## src/hw/rtl/vp8d_pkg.sv

```systemverilog
// ---------------------------------------------------------------------------
// VP8 RTP depacketizer package
// Shared widths, descriptor bit masks and the result word type used by the
// parser, the result queue and the top level.
// ---------------------------------------------------------------------------
package vp8d_pkg;

   // Field widths.
   localparam int ByteWidth = 8;
   localparam int TsWidth   = 32;

   // Default depth of the queue between the parser and the result port.
   localparam int QueueDepthDefault = 4;

   // Bits of the first descriptor byte.
   localparam int DescXBit = 7;
   localparam int DescSBit = 4;

   // Bits of the extension byte.
   localparam int ExtIBit = 7;
   localparam int ExtLBit = 6;
   localparam int ExtTBit = 5;
   localparam int ExtKBit = 4;

   // Bit of the first picture id byte that selects the two-byte form.
   localparam int PicMBit = 7;

   // Bit of the first payload byte that is 0 on a keyframe.
   localparam int PayloadPBit = 0;

   // One result word.
   typedef struct packed {
      logic [ByteWidth-1:0] out_byte;
      logic                 byte_valid;
      logic                 start_of_gop;
      logic                 frame_end;
      logic                 frame_keyframe;
      logic [TsWidth-1:0]   frame_timestamp;
   } result_type;

endpackage

```

## src/hw/rtl/vp8d_parse.sv

```systemverilog
// ---------------------------------------------------------------------------
// VP8 RTP descriptor parser
// Front part: walks the payload descriptor of each packet one byte at a time,
// drops descriptor bytes, and builds a result word for payload bytes and for
// the byte that closes a marked frame.
// ---------------------------------------------------------------------------
module vp8d_parse (
   input  logic                              clock,
   input  logic                              reset,
   input  logic                              in_fire,
   input  logic [vp8d_pkg::ByteWidth-1:0]    data_byte,
   input  logic                              packet_first,
   input  logic                              packet_last,
   input  logic                              marker,
   input  logic [vp8d_pkg::TsWidth-1:0]      timestamp_ms,
   output logic                              res_valid,
   output vp8d_pkg::result_type              res_word
);

   // Descriptor walk phases.
   typedef enum logic [2:0] {
      PH_DESC,
      PH_EXT,
      PH_PIC1,
      PH_PIC2,
      PH_TL0,
      PH_TK,
      PH_DATA
   } phase_type;

   // Pending extension fields: bit 0 picture id, bit 1 TL0PICIDX,
   // bit 2 TID/KEYIDX.
   localparam int FlI  = 0;
   localparam int FlL  = 1;
   localparam int FlTk = 2;

   phase_type                      phase_ff, phase_in, phase_cur;
   logic                           pstart_ff, pstart_in;
   logic [2:0]                     flags_ff, flags_in;
   logic                           pend_ff, pend_in;
   logic                           key_ff, key_in;
   logic [vp8d_pkg::TsWidth-1:0]   ts_ff, ts_in;
   logic                           valid_c, gop_c, fend_c;

   // Next field to skip, in descriptor order.
   function automatic phase_type next_phase(input logic [2:0] flags);
      phase_type ph;
      if (flags[FlI]) begin
         ph = PH_PIC1;
      end else if (flags[FlL]) begin
         ph = PH_TL0;
      end else if (flags[FlTk]) begin
         ph = PH_TK;
      end else begin
         ph = PH_DATA;
      end
      return ph;
   endfunction

   // Per-byte state update and result build.
   always_comb begin
      phase_cur = packet_first ? PH_DESC : phase_ff;
      phase_in  = phase_cur;
      pstart_in = pstart_ff;
      flags_in  = flags_ff;
      pend_in   = pend_ff;
      key_in    = key_ff;
      ts_in     = ts_ff;
      valid_c   = 1'b0;
      gop_c     = 1'b0;
      fend_c    = 1'b0;

      unique case (phase_cur)
         PH_EXT: begin
            flags_in[FlI]  = data_byte[vp8d_pkg::ExtIBit];
            flags_in[FlL]  = data_byte[vp8d_pkg::ExtLBit];
            flags_in[FlTk] = data_byte[vp8d_pkg::ExtTBit] | data_byte[vp8d_pkg::ExtKBit];
            phase_in       = next_phase(flags_in);
         end
         PH_PIC1: begin
            if (data_byte[vp8d_pkg::PicMBit]) begin
               phase_in = PH_PIC2;
            end else begin
               flags_in[FlI] = 1'b0;
               phase_in      = next_phase(flags_in);
            end
         end
         PH_PIC2: begin
            flags_in[FlI] = 1'b0;
            phase_in      = next_phase(flags_in);
         end
         PH_TL0: begin
            flags_in[FlL] = 1'b0;
            phase_in      = next_phase(flags_in);
         end
         PH_TK: begin
            flags_in[FlTk] = 1'b0;
            phase_in       = next_phase(flags_in);
         end
         PH_DATA: begin
            valid_c = 1'b1;
            if (pend_ff) begin
               pend_in = 1'b0;
               if (pstart_ff) begin
                  ts_in = timestamp_ms;
                  if (!data_byte[vp8d_pkg::PayloadPBit]) begin
                     key_in = 1'b1;
                     gop_c  = 1'b1;
                  end
               end
            end
         end
         default: begin
            // First descriptor byte; an unused phase code also restarts here.
            pstart_in = data_byte[vp8d_pkg::DescSBit];
            flags_in  = '0;
            pend_in   = 1'b1;
            phase_in  = data_byte[vp8d_pkg::DescXBit] ? PH_EXT : PH_DATA;
         end
      endcase

      // End of packet: a packet with no payload still captures the timestamp if S is set.
      if (packet_last) begin
         if (pend_in && pstart_in) begin
            ts_in = timestamp_ms;
         end
         pend_in  = 1'b0;
         phase_in = PH_DESC;
         fend_c   = marker;
      end

      res_valid                = valid_c | fend_c;
      res_word.out_byte        = valid_c ? data_byte : '0;
      res_word.byte_valid      = valid_c;
      res_word.start_of_gop    = gop_c;
      res_word.frame_end       = fend_c;
      res_word.frame_keyframe  = key_in;
      res_word.frame_timestamp = ts_in;

      // A closed frame starts over.
      if (fend_c) begin
         key_in = 1'b0;
         ts_in  = '0;
      end
   end

   // Parser state.
   always_ff @(posedge clock) begin
      if (reset) begin
         phase_ff  <= PH_DESC;
         pstart_ff <= 1'b0;
         flags_ff  <= '0;
         pend_ff   <= 1'b0;
         key_ff    <= 1'b0;
         ts_ff     <= '0;
      end else if (in_fire) begin
         phase_ff  <= phase_in;
         pstart_ff <= pstart_in;
         flags_ff  <= flags_in;
         pend_ff   <= pend_in;
         key_ff    <= key_in;
         ts_ff     <= ts_in;
      end
   end

`ifndef SYNTH
   // A start of GOP is always a payload byte of a keyframe.
   a_gop_is_key: assert property (@(posedge clock) disable iff (reset)
      (in_fire && res_valid && res_word.start_of_gop) |->
         (res_word.byte_valid && res_word.frame_keyframe))
      else $error("start of GOP without keyframe payload byte");

   // A result that carries no byte must close a frame.
   a_empty_is_end: assert property (@(posedge clock) disable iff (reset)
      (res_valid && !res_word.byte_valid) |-> res_word.frame_end)
      else $error("result word without byte or frame end");

   // Closing a frame clears the sticky flag and timestamp.
   a_end_clears: assert property (@(posedge clock) disable iff (reset)
      (in_fire && res_valid && res_word.frame_end) |=> (!key_ff && ts_ff == '0))
      else $error("frame state not cleared after frame end");
`endif

endmodule

```

## src/hw/rtl/vp8d_queue.sv

```systemverilog
// ---------------------------------------------------------------------------
// VP8 RTP depacketizer result queue
// Back part: holds result words between the parser and the result port so
// that either side can stall on its own.
// ---------------------------------------------------------------------------
module vp8d_queue #(
   parameter int Depth = vp8d_pkg::QueueDepthDefault
) (
   input  logic                  clock,
   input  logic                  reset,
   input  logic                  push,
   input  vp8d_pkg::result_type  push_word,
   output logic                  full,
   output logic                  pop_valid,
   input  logic                  pop_ready,
   output vp8d_pkg::result_type  pop_word
);

   localparam int PtrWidth   = (Depth > 1) ? $clog2(Depth) : 1;
   localparam int CountWidth = $clog2(Depth + 1);

   vp8d_pkg::result_type      mem_ff [Depth];
   logic [PtrWidth-1:0]       wr_ptr_ff, wr_ptr_in;
   logic [PtrWidth-1:0]       rd_ptr_ff, rd_ptr_in;
   logic [CountWidth-1:0]     count_ff, count_in;
   logic                      pop;

   assign pop       = pop_valid & pop_ready;
   assign pop_valid = (count_ff != '0);
   assign full      = (count_ff == CountWidth'(Depth));
   assign pop_word  = mem_ff[rd_ptr_ff];

   // Pointer and fill count update.
   always_comb begin
      wr_ptr_in = wr_ptr_ff;
      rd_ptr_in = rd_ptr_ff;
      count_in  = count_ff;
      if (push) begin
         wr_ptr_in = (wr_ptr_ff == PtrWidth'(Depth - 1)) ? '0 : wr_ptr_ff + 1'b1;
      end
      if (pop) begin
         rd_ptr_in = (rd_ptr_ff == PtrWidth'(Depth - 1)) ? '0 : rd_ptr_ff + 1'b1;
      end
      if (push && !pop) begin
         count_in = count_ff + 1'b1;
      end else if (pop && !push) begin
         count_in = count_ff - 1'b1;
      end
   end

   always_ff @(posedge clock) begin
      if (reset) begin
         wr_ptr_ff <= '0;
         rd_ptr_ff <= '0;
         count_ff  <= '0;
      end else begin
         wr_ptr_ff <= wr_ptr_in;
         rd_ptr_ff <= rd_ptr_in;
         count_ff  <= count_in;
      end
   end

   // Word storage.
   always_ff @(posedge clock) begin
      if (push) begin
         mem_ff[wr_ptr_ff] <= push_word;
      end
   end

`ifndef SYNTH
   // The parser never writes into a full queue.
   a_no_overflow: assert property (@(posedge clock) disable iff (reset)
      push |-> !full)
      else $error("push into full queue");

   // The fill count stays within the depth.
   a_count_range: assert property (@(posedge clock) disable iff (reset)
      count_ff <= CountWidth'(Depth))
      else $error("queue count beyond depth");

   // A lone pop lowers the count by one.
   a_pop_count: assert property (@(posedge clock) disable iff (reset)
      (pop && !push) |=> (count_ff == $past(count_ff) - 1'b1))
      else $error("queue count not lowered by pop");
`endif

endmodule

```

## src/hw/rtl/vp8_rtp_depacketizer_core.sv

```systemverilog
// ---------------------------------------------------------------------------
// VP8 RTP depacketizer core
// Strips the VP8 payload descriptor from RTP payload bytes, passes payload
// bytes through and reports keyframe, start of GOP and frame end.
// ---------------------------------------------------------------------------
// The block takes one payload word per clock cycle while req_ready is high, and
// a result word is pushed into the queue when its input word is accepted. The
// descriptor parser updates its state once per accepted word, which sets that
// rate. Words that cause no result (descriptor bytes that do not close a frame)
// are dropped. A queue of QueueDepth result words lets the input keep flowing
// while the result side stalls; req_ready falls only when that queue is full.
module vp8_rtp_depacketizer_core #(
   parameter int QueueDepth = vp8d_pkg::QueueDepthDefault
) (
   input  logic                              clock,
   input  logic                              reset,
   input  logic                              req_valid,
   output logic                              req_ready,
   input  logic [vp8d_pkg::ByteWidth-1:0]    req_data_byte,
   input  logic                              req_packet_first,
   input  logic                              req_packet_last,
   input  logic                              req_marker,
   input  logic [vp8d_pkg::TsWidth-1:0]      req_timestamp_ms,
   output logic                              rsp_valid,
   input  logic                              rsp_ready,
   output logic [vp8d_pkg::ByteWidth-1:0]    rsp_out_byte,
   output logic                              rsp_byte_valid,
   output logic                              rsp_start_of_gop,
   output logic                              rsp_frame_end,
   output logic                              rsp_frame_keyframe,
   output logic [vp8d_pkg::TsWidth-1:0]      rsp_frame_timestamp
);

   logic                  in_fire;
   logic                  res_valid;
   logic                  queue_full;
   vp8d_pkg::result_type  res_word;
   vp8d_pkg::result_type  out_word;

   assign req_ready = ~queue_full;
   assign in_fire   = req_valid & req_ready;

   // Front: descriptor parser.
   vp8d_parse u_parse (
      .clock        (clock),
      .reset        (reset),
      .in_fire      (in_fire),
      .data_byte    (req_data_byte),
      .packet_first (req_packet_first),
      .packet_last  (req_packet_last),
      .marker       (req_marker),
      .timestamp_ms (req_timestamp_ms),
      .res_valid    (res_valid),
      .res_word     (res_word)
   );

   // Back: result queue feeding the result port.
   vp8d_queue #(
      .Depth (QueueDepth)
   ) u_queue (
      .clock     (clock),
      .reset     (reset),
      .push      (in_fire & res_valid),
      .push_word (res_word),
      .full      (queue_full),
      .pop_valid (rsp_valid),
      .pop_ready (rsp_ready),
      .pop_word  (out_word)
   );

   assign rsp_out_byte        = out_word.out_byte;
   assign rsp_byte_valid      = out_word.byte_valid;
   assign rsp_start_of_gop    = out_word.start_of_gop;
   assign rsp_frame_end       = out_word.frame_end;
   assign rsp_frame_keyframe  = out_word.frame_keyframe;
   assign rsp_frame_timestamp = out_word.frame_timestamp;

endmodule

```

## config.mk

```make
export PLATFORM = sky130hd
export DESIGN_NAME = vp8_rtp_depacketizer_core
export DESIGN_NICKNAME = d
export VERILOG_FILES = /design/src/hw/rtl/vp8d_pkg.sv /design/src/hw/rtl/vp8d_parse.sv /design/src/hw/rtl/vp8d_queue.sv /design/src/hw/rtl/vp8_rtp_depacketizer_core.sv
export SDC_FILE = /design/constraint.sdc
export NUM_CORES = 1
export LEC_CHECK = 0
export BUFFER_PORTS_ARGS = -buffer_cell sky130_fd_sc_hd__buf_2
export CAP_MARGIN = 20
export CORE_ASPECT_RATIO = 0.9
export CORE_MARGIN = 4
export CORE_UTILIZATION = 55
export DETAILED_ROUTE_END_ITERATION = 10
export PLACE_DENSITY = 0.75
export SYNTH_ARGS = -nofsm -noshare
export SYNTH_HDL_FRONTEND = slang
export SYNTH_SLANG_ARGS = --single-unit
```

## constraint.sdc

```tcl
create_clock -name clock -period 8.9 [get_ports clock]
set_input_delay 1.78 -clock clock [delete_from_list [all_inputs] [get_ports clock]]
set_output_delay 1.78 -clock clock [all_outputs]
set_load 0.02 [all_outputs]
```

==> flow_summary_export.csv <==
group,metric,value,unit
status,outcome,"completed",
synth,synth.most_common_cell,"edfxtp_1",
cells_and_area,nFillCells,1051,
die,dieArea,0.0183,mm^2
clock_tree,cts_max_level,1,
run,cap_violations,0,
global_route,overflow,0,
route,first_iter_violations,360,
place,portBuffers,92,
place,dp.final_hpwl,10400,um
die,io_pins,93,
die,start_util,57.0,%
setup_path,cp_slowest_stage_delay,0.93,ns
synth,yosysWarningCount,0,
synth,synthCells,492,
place,gp_congestion,0.828,
synth,ys_ff_latch,226,
setup_path,reg2reg_from,"u_parse.phase_ff[1]",
hold_path,min_path_type,"reg2reg",
synth,synth_top_cell_by_area,"edfxtp_1",
global_route,antenna_found_initial,0,
synth,seq_area_frac_synth,70.7,%
timing,rsz0062_at_grt,"false",
pwr,ir_worst_vdd,0.000161,V
setup_path,path_class,"reg2out",
pwr,total_leakage_power,3.68,nW
timing,fin_worst_skew,0.0110,ns
route,first_pass_iters,5,
synth,yosys.cell_types.count,44,
global_route,grt_pass1_vias,4991,
cells_and_area,drive_gt1_share,36.4,%
pwr,power_density,257,mW/mm^2
synth,synth_ff_type,"edfxtp_1",
timing,hold_viol_final,0,
clock_tree,root_buffer,"clkbuf_16",
synth,synthSimpleGateAreaFrac,4.45,%
synth,synth_nets,546,
clock_tree,insertion_delay,0.50,ns
synth,avgSynthCellArea,18.1,um^2
clock_tree,clk_pin_slew,0.06,ns
synth,synth-compound-area-share,5.80,%
route,avgRoutedWirePerCell,21.2,um
cells_and_area,syn2layout_area_growth,15.9,%
cells_and_area,antennaDiodeCount,0,
global_route,grt_max_degree,45,
die,dieHeight,129,um
synth,muxShareOfSynthArea,15.7,%
synth,synth_top_family_by_area,"multiplexers",
hold_path,hp-start,"u_parse.ts_ff[14]",
timing,worst_slew_pin_slew,0.892,ns
die,core,0.0156,mm^2
route,wl,17100,um
synth,synth-edff-count,176,
setup_path,cp_max_fo,44,
clock_tree,cts_tree,"done",
timing,clock.fmax,247,MHz
clock_tree,clock_sinks,226,
setup_path,cp.required,7.12,ns
die,row_count,43,
synth,synthAdderAreaFrac,1.07,%
synth,synthDominantCellAreaShare,59.5,%
clock_tree,cts_buffers,22,
synth,synthTopCellsByCount,"176 x edfxtp_1, 50 x dfxtp_1, 44 x mux4_2, 34 x a22o_1, 32 x mux2_2",
synth,synthesis.area,0.00889,mm^2
synth,synthTopCellsByArea,"edfxtp_1 59%, dfxtp_1 11%, mux4_2 11%, mux2_2 4.1%, a22o_1 3.4%",
setup_path,end_kind,"output port",
timing,relSlewSlack,40.6,%
clock_tree,clk_path_buf_depth,3,
setup_path,crit_path_cell_trace,"mux4_2 > buf_2",
cells_and_area,nets,639,
timing,layout_min_cycle_time,4.06,ns
global_route,grt_first_pass_wirelength,27400,um
die,die-width,142,um
setup_path,cp_slowest_cell,"dfxtp_4",
timing,finalSetupViolCount,0,
setup_path,startpoint_type,"flip-flop",
timing,finalCritPeriodShare,45.6,%
clock_tree,ctsResizeCount,0,
route,postRouteAntennaNets,0,
timing,slew_violations,0,
synth,synth-async-reset-ratio,0,%
synth,synth_xor_area_share,0.296,%
timing,tns,0,ns
clock_tree,cts_setup_buffers,0,
setup_path,arrival,2.28,ns
clock_tree,hold_buffers,0,
global_route,track_usage,19.2,%
timing,finalHoldWorstSlack,0.475,ns
route,vias,4752,
route,avgViaCountPerCell,5.92,
route,drc,0,
worst max-delay path: cells and delay by family, from the launching register on:
family	cells	cell delay, ns
mux	1	0.65
flops	1	0.93
buf+inv	1	0.19
power breakdown:
part           total (W)  leakage [nW]  switching (W)  internal, W
Clock           0.000880         0.346       0.000369     0.000511
Combinational   0.000496          1.25       0.000262     0.000234
Sequential       0.00127          2.09      0.0000791      0.00119
metrics by stage:
stage	instance area [um^2]	total power (W)	worst slack (ns)	utilization (%)	instances
after global routing	10300	0.00276	4.66	66.0	803
after floorplan	8890	0.00163	4.80	-	492
after global placement	9500	0.00178	4.59	60.9	758
after CTS	10300	0.00267	4.74	66.0	803
final	10300	0.00264	4.84	66.0	803
after detailed placement	9610	0.00179	4.58	61.6	763
path summary, 6_finish.rpt:
path | to | cells after the start | slack [ns]
worst max-delay path | rsp_frame_timestamp[30] | 2 | 4.84
worst max register to register | u_queue.count_ff[2] | 9 | 5.88
worst min register to register | u_parse.ts_ff[14] | 1 | 0.47
worst min-delay path | u_parse.ts_ff[14] | 1 | 0.47
registers in the layout (all words and copies together) (netlist names), named ones only:
name	cells
u_parse.flags_ff	3
u_parse.key_ff	1
u_parse.pend_ff	1
u_parse.phase_ff	3
u_parse.pstart_ff	1
u_parse.ts_ff	32
u_queue.count_ff	3
u_queue.mem_ff	176
u_queue.rd_ptr_ff	2
u_queue.wr_ptr_ff	2
placed cells by master, fill, tap and decap left out, types with 3 or more instances in the layout:
cell type	netlist	routed
and2_1	15	11
mux2i_1	4	4
nor2_1	15	15
a21oi_1	12	12
and2_2	0	4
nand3_1	7	7
or3_1	4	4
buf_4	0	3
mux2_2	32	32
clkinv_2	0	5
inv_1	6	6
a22o_1	34	34
mux4_2	44	44
edfxtp_1	176	176
buf_2	7	92
clkbuf_16	0	24
o21ai_0	9	9
nor2b_1	5	5
clkbuf_1	17	7
xor2_1	3	3
nand2_1	8	8
a211oi_1	3	3
nor3_1	4	4
ha_1	6	6
buf_12	0	4
dfxtp_1	50	48
cell families (layout without fill, tap and decap cells):
family,count (synthesis),after routing
mux,80,80
xor+xnor,3,3
compound gates,68,68
flops,226,226
fa+ha+maj,7,7
simple gates,71,71
buf+inv,37,146
metal layers:
layer	vias to the layer above	share of wire [%]	track usage, %
li1	2162	-	-
met1	2389	42	27.0
met2	174	50	31.6
met3	27	6.7	3.64
met4	0	2.0	5.14
met5	-	0	0
final cells by class:
| class | count | area, um^2 | area share (%) |
|---|---|---|---|
| clock inverters | 7 | 40.0 | 0.389 |
| repair buffers | 100 | 591 | 5.73 |
| clock buffers | 33 | 654 | 6.35 |
| flip-flops and latches | 226 | 6290 | 61.1 |
| inverters | 6 | 22.5 | 0.219 |
| multi-input cells | 229 | 2450 | 23.8 |
| well taps | 202 | 253 | 2.45 |
Note: power is estimated with default switching activity, not from simulation.
